$ cat src/rtl/rad_pkg.sv
`timescale 1ns / 1ps
// ----------------------------------------------------------------------------
// rad_pkg: shared types and constants of the RTP audio depacketizer
// Item structs for both channels, header constants and block sizing.
// ----------------------------------------------------------------------------
package rad_pkg;

  // Block and packet sizing.
  localparam int BLOCK_BYTES      = 32;
  localparam int MAX_PACKET_BYTES = 1496;
  localparam int HEADER_BYTES     = 12;

  localparam int IDX_W = (BLOCK_BYTES > 1) ? $clog2(BLOCK_BYTES) : 1;
  localparam int POS_W = $clog2(MAX_PACKET_BYTES + 1);

  // Header field values.
  localparam logic [1:0] RTP_VERSION = 2'd2;
  localparam logic [6:0] PT_ALAW     = 7'd8;
  localparam logic [6:0] PT_DYNAMIC  = 7'd96;

  // Byte offsets of the checked header fields.
  localparam logic [POS_W-1:0] POS_VER   = POS_W'(0);
  localparam logic [POS_W-1:0] POS_PT    = POS_W'(1);
  localparam logic [POS_W-1:0] POS_SSRC0 = POS_W'(8);
  localparam logic [POS_W-1:0] POS_SSRC1 = POS_W'(9);
  localparam logic [POS_W-1:0] POS_SSRC2 = POS_W'(10);
  localparam logic [POS_W-1:0] POS_SSRC3 = POS_W'(11);

  // Queue between front and back end.
  localparam int Q_DEPTH = 4;
  localparam int Q_PTR_W = $clog2(Q_DEPTH);

  typedef struct packed {
    logic [7:0] packet_byte;
    logic       packet_end;
  } in_item_t;

  typedef struct packed {
    logic [7:0]  audio_byte;
    logic [31:0] block_time;
    logic        block_end;
  } out_item_t;

  // Write side of the payload queue.
  typedef struct packed {
    logic       valid;
    logic [7:0] data;
  } q_push_t;

  // Read side of the payload queue.
  typedef struct packed {
    logic       valid;
    logic [7:0] data;
  } q_head_t;

  typedef enum logic {
    BK_FILL,
    BK_DRAIN
  } back_state_t;

endpackage

$ cat src/rtl/rad_front.sv
`timescale 1ns / 1ps
// ----------------------------------------------------------------------------
// rad_front: header checker and payload classifier
// Tracks the byte position, checks the fixed header and pushes payload bytes.
// ----------------------------------------------------------------------------
module rad_front import rad_pkg::*; (
  input  logic        clk,
  input  logic        rst_n,
  input  logic        cfg_wr_en,
  input  logic [31:0] cfg_wr_data,
  input  logic        in_valid,
  output logic        in_ready,
  input  in_item_t    in_data,
  input  logic        q_full,
  output q_push_t     q_push
);

  logic [31:0]      ssrc_r;
  logic [POS_W-1:0] pos_r, pos_nxt;
  logic             hv_r, hv_nxt;
  logic             accept;
  logic             byte_ok;
  logic [7:0]       b;

  assign in_ready = !q_full;
  assign accept   = in_valid && in_ready;
  assign b        = in_data.packet_byte;

  always_comb begin
    unique case (pos_r)
      POS_VER:   byte_ok = (b[7:6] == RTP_VERSION) && (b[3:0] == 4'd0);
      POS_PT:    byte_ok = (b[6:0] == PT_ALAW) || (b[6:0] == PT_DYNAMIC);
      POS_SSRC0: byte_ok = (b == ssrc_r[31:24]);
      POS_SSRC1: byte_ok = (b == ssrc_r[23:16]);
      POS_SSRC2: byte_ok = (b == ssrc_r[15:8]);
      POS_SSRC3: byte_ok = (b == ssrc_r[7:0]);
      default:   byte_ok = 1'b1;
    endcase
  end

  always_comb begin
    pos_nxt     = pos_r;
    hv_nxt      = hv_r;
    q_push.valid = 1'b0;
    q_push.data  = b;
    if (accept) begin
      if (pos_r < POS_W'(MAX_PACKET_BYTES)) begin
        if (pos_r < POS_W'(HEADER_BYTES)) begin
          if (!byte_ok) begin
            hv_nxt = 1'b0;
          end
        end else if (hv_r) begin
          q_push.valid = 1'b1;
        end
        pos_nxt = pos_r + POS_W'(1);
      end
      if (in_data.packet_end) begin
        pos_nxt = '0;
        hv_nxt  = 1'b1;
      end
    end
  end

  always_ff @(posedge clk) begin
    if (!rst_n) begin
      ssrc_r <= '0;
      pos_r  <= '0;
      hv_r   <= 1'b1;
    end else begin
      if (cfg_wr_en) begin
        ssrc_r <= cfg_wr_data;
      end
      pos_r <= pos_nxt;
      hv_r  <= hv_nxt;
    end
  end

endmodule

$ cat src/rtl/rad_fifo.sv
`timescale 1ns / 1ps
// ----------------------------------------------------------------------------
// rad_fifo: payload byte queue
// Short first-in first-out queue that decouples the front and back ends.
// ----------------------------------------------------------------------------
module rad_fifo import rad_pkg::*; (
  input  logic    clk,
  input  logic    rst_n,
  input  q_push_t q_push,
  output logic    q_full,
  output q_head_t q_head,
  input  logic    q_pop
);

  localparam int CNT_W = $clog2(Q_DEPTH + 1);

  logic [7:0]         mem_r [Q_DEPTH];
  logic [Q_PTR_W-1:0] wr_ptr_r, rd_ptr_r;
  logic [CNT_W-1:0]   cnt_r;
  logic               do_push, do_pop;

  assign q_full      = (cnt_r == CNT_W'(Q_DEPTH));
  assign q_head.valid = (cnt_r != '0);
  assign q_head.data  = mem_r[rd_ptr_r];
  assign do_push     = q_push.valid && !q_full;
  assign do_pop      = q_pop && q_head.valid;

  always_ff @(posedge clk) begin
    if (do_push) begin
      mem_r[wr_ptr_r] <= q_push.data;
    end
  end

  always_ff @(posedge clk) begin
    if (!rst_n) begin
      wr_ptr_r <= '0;
      rd_ptr_r <= '0;
      cnt_r    <= '0;
    end else begin
      if (do_push) begin
        wr_ptr_r <= (wr_ptr_r == Q_PTR_W'(Q_DEPTH - 1)) ? '0 : wr_ptr_r + Q_PTR_W'(1);
      end
      if (do_pop) begin
        rd_ptr_r <= (rd_ptr_r == Q_PTR_W'(Q_DEPTH - 1)) ? '0 : rd_ptr_r + Q_PTR_W'(1);
      end
      if (do_push && !do_pop) begin
        cnt_r <= cnt_r + CNT_W'(1);
      end else if (do_pop && !do_push) begin
        cnt_r <= cnt_r - CNT_W'(1);
      end
    end
  end

endmodule

$ cat src/rtl/rad_back.sv
`timescale 1ns / 1ps
// ----------------------------------------------------------------------------
// rad_back: block store and block drain
// Collects payload bytes into the block store and emits each full block.
// ----------------------------------------------------------------------------
module rad_back import rad_pkg::*; (
  input  logic      clk,
  input  logic      rst_n,
  input  q_head_t   q_head,
  output logic      q_pop,
  output logic      out_valid,
  input  logic      out_ready,
  output out_item_t out_data
);

  localparam logic [IDX_W-1:0] LAST_IDX = IDX_W'(BLOCK_BYTES - 1);

  logic [7:0]       store_r [BLOCK_BYTES];
  back_state_t      state_r, state_nxt;
  logic [IDX_W-1:0] fill_r, fill_nxt;
  logic [IDX_W-1:0] rd_idx_r, rd_idx_nxt;
  logic [31:0]      time_r, time_nxt;
  logic             out_valid_r, out_valid_nxt;
  logic [7:0]       out_byte_r;
  logic [31:0]      out_time_r;
  logic             out_end_r;
  logic             load;

  always_comb begin
    state_nxt     = state_r;
    fill_nxt      = fill_r;
    rd_idx_nxt    = rd_idx_r;
    time_nxt      = time_r;
    q_pop         = 1'b0;
    load          = 1'b0;
    out_valid_nxt = out_valid_r && !out_ready;
    unique case (state_r)
      BK_FILL: begin
        if (q_head.valid) begin
          q_pop = 1'b1;
          if (fill_r == LAST_IDX) begin
            fill_nxt   = '0;
            rd_idx_nxt = '0;
            state_nxt  = BK_DRAIN;
          end else begin
            fill_nxt = fill_r + IDX_W'(1);
          end
        end
      end
      BK_DRAIN: begin
        if (!out_valid_r || out_ready) begin
          load          = 1'b1;
          out_valid_nxt = 1'b1;
          if (rd_idx_r == LAST_IDX) begin
            time_nxt  = time_r + 32'(BLOCK_BYTES);
            state_nxt = BK_FILL;
          end else begin
            rd_idx_nxt = rd_idx_r + IDX_W'(1);
          end
        end
      end
      default: state_nxt = BK_FILL;
    endcase
  end

  // Block store and output register; the store read lands in the output register.
  always_ff @(posedge clk) begin
    if (q_pop) begin
      store_r[fill_r] <= q_head.data;
    end
    if (load) begin
      out_byte_r <= store_r[rd_idx_r];
      out_time_r <= time_r;
      out_end_r  <= (rd_idx_r == LAST_IDX);
    end
  end

  always_ff @(posedge clk) begin
    if (!rst_n) begin
      state_r     <= BK_FILL;
      fill_r      <= '0;
      rd_idx_r    <= '0;
      time_r      <= '0;
      out_valid_r <= 1'b0;
    end else begin
      state_r     <= state_nxt;
      fill_r      <= fill_nxt;
      rd_idx_r    <= rd_idx_nxt;
      time_r      <= time_nxt;
      out_valid_r <= out_valid_nxt;
    end
  end

  assign out_valid           = out_valid_r;
  assign out_data.audio_byte = out_byte_r;
  assign out_data.block_time = out_time_r;
  assign out_data.block_end  = out_end_r;

endmodule

$ cat src/rtl/rtp_audio_depacketizer_unit.sv
`timescale 1ns / 1ps
// ----------------------------------------------------------------------------
// rtp_audio_depacketizer_unit: RTP A-law payload depacketizer
// Checks RTP headers byte by byte and emits payload in fixed-size blocks.
// ----------------------------------------------------------------------------
//
// Channel  Ports                           Carries
// -------  ------------------------------  -----------------------------------
// input    in_valid / in_ready / in_data   one packet byte and end mark (item)
// output   out_valid / out_ready / out_data one block byte, block time, end mark
// config   cfg_wr_en / cfg_wr_data         expected SSRC, written immediately
//
// Packet bytes are taken one per cycle while the payload queue has room.
// Each full block is read out of the block store at one item per cycle
// while the output is not stalled; during the drain the back end takes no
// new payload bytes, so intake stops once the queue (Q_DEPTH bytes) fills.
// Reset is synchronous and active low; it clears the SSRC register, the
// header tracker, the queue, the fill and drain counters and the block time.
// Output stalls only hold the output register and, through the queue, the input.
//
module rtp_audio_depacketizer_unit import rad_pkg::*; (
  input  logic        clk,
  input  logic        rst_n,
  input  logic        cfg_wr_en,
  input  logic [31:0] cfg_wr_data,
  input  logic        in_valid,
  output logic        in_ready,
  input  in_item_t    in_data,
  output logic        out_valid,
  input  logic        out_ready,
  output out_item_t   out_data
);

  q_push_t q_push;
  q_head_t q_head;
  logic    q_full;
  logic    q_pop;

  // Front end: byte position, header checks, and payload classification.
  rad_front u_front (
    .clk         (clk),
    .rst_n       (rst_n),
    .cfg_wr_en   (cfg_wr_en),
    .cfg_wr_data (cfg_wr_data),
    .in_valid    (in_valid),
    .in_ready    (in_ready),
    .in_data     (in_data),
    .q_full      (q_full),
    .q_push      (q_push)
  );

  // Payload queue so that header work and block drains stall independently.
  rad_fifo u_fifo (
    .clk    (clk),
    .rst_n  (rst_n),
    .q_push (q_push),
    .q_full (q_full),
    .q_head (q_head),
    .q_pop  (q_pop)
  );

  // Back end: block store fill, drain, and running block time.
  rad_back u_back (
    .clk       (clk),
    .rst_n     (rst_n),
    .q_head    (q_head),
    .q_pop     (q_pop),
    .out_valid (out_valid),
    .out_ready (out_ready),
    .out_data  (out_data)
  );

endmodule

$ cat config.mk
export PLATFORM = sky130hd
export DESIGN_NAME = rtp_audio_depacketizer_unit
export DESIGN_NICKNAME = d
export VERILOG_FILES = /design/src/rtl/rad_pkg.sv /design/src/rtl/rad_front.sv /design/src/rtl/rad_fifo.sv /design/src/rtl/rad_back.sv /design/src/rtl/rtp_audio_depacketizer_unit.sv
export SDC_FILE = /design/constraint.sdc
export NUM_CORES = 1
export LEC_CHECK = 0
export BUFFER_PORTS_ARGS = -buffer_cell sky130_fd_sc_hd__buf_2
export CAP_MARGIN = 10
export CORE_MARGIN = 2
export CORE_UTILIZATION = 65
export CTS_CLUSTER_SIZE = 16
export DETAILED_ROUTE_END_ITERATION = 10
export MAX_ROUTING_LAYER = met4
export PLACE_DENSITY = 0.9
export SLEW_MARGIN = 40
export SYNTH_ARGS = -nofsm -noshare
export SYNTH_HDL_FRONTEND = slang
export SYNTH_SLANG_ARGS = --single-unit
$ cat constraint.sdc
create_clock -name clk -period 7.5 [get_ports clk]
set_clock_uncertainty 0.05 [all_clocks]
set_input_delay 2.25 -clock clk [delete_from_list [all_inputs] [get_ports clk]]
set_output_delay 2.25 -clock clk [all_outputs]
set_load 0.05 [all_outputs]
==> flow_metrics.py <==
metrics = {
    "min_path": {
        "hold_class": "flip-flop to flip-flop",
    },
    "routing": {
        "vias": 9216,
        "drtIter0Drc": 867,
        "routed_wl_mm": 36.5,
        "ant_nets": 0,
        "first_pass_iters": 5,
        "drcViolationCount": 0,
        "wl_per_cell_um": 25.7,
        "viasPerCell": 6.48,
    },
    "pwr": {
        "power_density_mw_per_mm2": 287,
        "pwr-share-seq_pct": 52.7,
        "p_int_mw": 4.04,
        "switching_share_pct": 24.4,
        "ir_worst_vdd_v": 0.000211,
        "clockPowerShare_pct": 35.9,
        "power_frac_comb_pct": 11.4,
        "p_sw_mw": 1.31,
        "p_leak_nw": 6.15,
    },
    "global_routing": {
        "grt_pass1_wl_mm": 55.9,
        "gr-usage-met3_pct": 4.55,
        "grt_usage_pct": 29.0,
        "grt_pass1_vias": 9387,
        "grtUsageMet1_pct": 37.4,
        "met2_usage_pct": 48.6,
        "antenna_found_initial": 0,
        "busiest_layer": "met2",
        "grt_max_degree": 75,
        "grt.overflow.total": 0,
    },
    "synth": {
        "syn_inst": 983,
        "synth-seq-cells": 416,
        "synth_edf_count": 324,
        "yosysSeqAreaShare_pct": 69.2,
        "syn_area_mm2": 0.0167,
        "synth_largest_area_cell": "edfxtp_1",
        "synth_area_leaders": "edfxtp_1 58%, mux4_2 12%, dfxtp_1 11%",
        "synth_area_per_cell_um2": 17.0,
        "synthDistinctLibCells": 57,
        "synth_ff_type": "edfxtp_1",
        "yosys.area.top_type_share_pct": 58.1,
        "async_flop_share_pct": 0,
        "yosysWarnings": 0,
    },
    "critical_path": {
        "crit_chain": "buf_2, nand2_1, a21oi_1, and3_1, ha_1, inv_1, fa_1, xor2_1, or3_1, a21boi_0",
        "worstSetupEndpointType": "flip-flop",
        "cpLargestDelayFamily": "simple AND/OR/NAND/NOR gates",
        "max_stage_delay_ns": 0.40,
        "cp_max_fo": 7,
        "path_buf_inv": 2,
        "critical_path_arrival_ns": 4.58,
        "required_ns": 7.88,
        "path_class": "primary input to flip-flop",
        "critPathSlowestCell": "and3_1",
        "setup.worst_path.start_class": "primary input",
    },
    "final_layout": {
        "drive_above_1_share_pct": 24.2,
        "num-nets-final": 1128,
        "multi_input_area_mm2": 0.00487,
        "syn_to_final_growth_pct": 11.6,
        "fillCellCount": 1403,
        "seq_area_mm2": 0.0116,
        "antenna_cells": 0,
    },
    "clock_network": {
        "clkSinkCount": 416,
        "cts_root_buffer": "clkbuf_16",
        "cts_tree": "built",
        "cts_resized": 0,
        "hold_buffers": 0,
        "clkLatencyLatePin_ns": 0.52,
        "clk_transition_reported_paths_ns": 0.06,
        "cts_setup_buffers": 0,
        "htree_levels": 2,
        "cts.path.max_buffers": 3,
        "numCtsBuffers": 39,
    },
    "sta": {
        "fin_crit_sh_pct": 55.9,
        "maxSlewHeadroom_pct": 42.2,
        "rsz0062_at_grt": "no",
        "timing.setup.tns_ns": 0,
        "fin_ws_ns": 3.31,
        "finalHoldViolCount": 0,
        "drv_slew": 0,
        "clock.fmax_mhz": 238,
        "worst_slew_pin_slew_ns": 0.864,
        "setup_viol": 0,
        "fin_crit_ns": 4.19,
    },
    "placement": {
        "place_hpwl_mm": 21.6,
        "gp_congestion": 0.821,
        "dp_slack_ns": 2.83,
        "io_buffers": 83,
    },
    "floorplan": {
        "dieWidth_um": 164,
        "rows": 58,
        "dieArea_mm2": 0.0270,
        "die_height_um": 164,
        "ios": 89,
        "core_area_mm2": 0.0253,
        "start_util_pct": 66.3,
    },
    "outcome": {
        "outcome": "finished, final reports clean",
    },
    "run": {
        "max_cap_violations": 0,
    },
}
## routing by layer
| layer | vias up | part of all wire [%] |
|---|---|---|
| met3 | 86 | 7.1 |
| met2 | 478 | 52 |
| met4 | 0 | 3.0 |
| li1 | 3971 | - |
| met1 | 4681 | 38 |
| met5 | - | 0 |
## cells in the mapped netlist (5+ instances only)
| cell | instances |
|---|---|
| a21oi_1 | 11 |
| nand3_1 | 16 |
| xor2_1 | 18 |
| buf_2 | 6 |
| or3_1 | 7 |
| dfxtp_1 | 92 |
| nor2_1 | 54 |
| and2_1 | 25 |
| nor3_1 | 9 |
| ha_1 | 18 |
| nor2b_1 | 47 |
| a21boi_0 | 7 |
| clkbuf_1 | 30 |
| mux2i_1 | 38 |
| buf_1 | 8 |
| and3_1 | 12 |
| a222oi_1 | 8 |
| inv_1 | 16 |
| edfxtp_1 | 324 |
| mux2_2 | 8 |
| mux4_2 | 88 |
| o31ai_1 | 5 |
| o21ai_0 | 7 |
| nand4_1 | 13 |
| nand2_1 | 33 |
| buf_4 | 6 |
| xnor2_1 | 25 |
## final timing paths
kind                            cells after the start                           start                         endpoint  slack, ns
worst max-delay path                               10                        in_valid     u_fifo.cnt_r[2]$_SDFFE_PN0P_       3.31
worst max register to register                     10   u_front.pos_r[3]$_SDFFE_PN0P_     u_fifo.cnt_r[2]$_SDFFE_PN0P_       4.36
worst min register to register                      0  u_back.time_r[24]$_SDFFE_PN0P_  u_back.out_time_r[24]$_DFFE_PP_       0.44
worst min-delay path                                0  u_back.time_r[24]$_SDFFE_PN0P_  u_back.out_time_r[24]$_DFFE_PP_       0.44
## final cells by class
type	count	area share, %
inverter	16	0.322
tap	330	2.21
clock inverter	13	0.469
sequential	416	62.0
multi-input combinational	501	26.1
timing repair buffer	89	2.63
clock buffer	58	6.23
## metrics by stage
step	utilization, %	hold WS (ns)	power (mW)	cells	area [µm²]
floorplan	-	0.379	3.21	987	16700
global placement	68.7	0.408	3.39	1351	17400
detailed placement	68.9	0.409	3.44	1352	17400
CTS	73.8	0.435	5.35	1423	18600
global route	73.9	0.445	5.50	1423	18700
finish	73.9	0.437	5.35	1423	18700
## cells in the final DEF (no fill, tap or decap), drive strengths merged, types with 8 or more instances in the layout
cell type	n
dfxtp	92
nand2	33
and2	25
xor2	18
nor2b	47
nor4	8
nand3	16
mux2	8
ha	18
inv	16
a21boi	8
nand4	14
mux2i	38
a21oi	11
clkinv	11
a222oi	8
edfxtp	324
nor2	54
and3	12
nor3	9
buf	88
clkbuf	59
mux4	88
xnor2	25
## cells by family after synthesis
family                   after synthesis  share of synthesized area, %
AO/OA/AOI/OAI                         60                          2.60
XOR/XNOR                              43                          2.25
adder cells (fa/ha/maj)               19                          1.47
buffers and inverters                 70                          1.93
flip-flops                           416                          69.2
multiplexers                         134                          14.7
other                                  1                        0.0224
AND/OR/NAND/NOR                      240                          7.92
## power by group through the flow
| stage | clock network [mW] | logic [mW] | registers, mW |
|---|---|---|---|
| global route | 2.01 | 0.656 | 2.83 |
| global placement | 0 | 0.533 | 2.85 |
| finish | 1.92 | 0.612 | 2.82 |
| floorplan | 0 | 0.387 | 2.83 |
| CTS | 1.93 | 0.598 | 2.82 |
| detailed placement | 0 | 0.580 | 2.86 |
## registers in the layout (all words and copies together), names as in the netlist, named ones only
| signal | cells |
|---|---|
| u_back.fill_r | 5 |
| u_back.out_byte_r | 8 |
| u_back.out_end_r | 1 |
| u_back.out_time_r | 27 |
| u_back.out_valid | 1 |
| u_back.rd_idx_r | 5 |
| u_back.state_r | 1 |
| u_back.store_r | 256 |
| u_back.time_r | 27 |
| u_fifo.cnt_r | 3 |
| u_fifo.mem_r | 32 |
| u_fifo.rd_ptr_r | 2 |
| u_fifo.wr_ptr_r | 2 |
| u_front.hv_r | 1 |
| u_front.pos_r | 11 |
| u_front.ssrc_r | 32 |
Power figures use the tool's default switching activity.
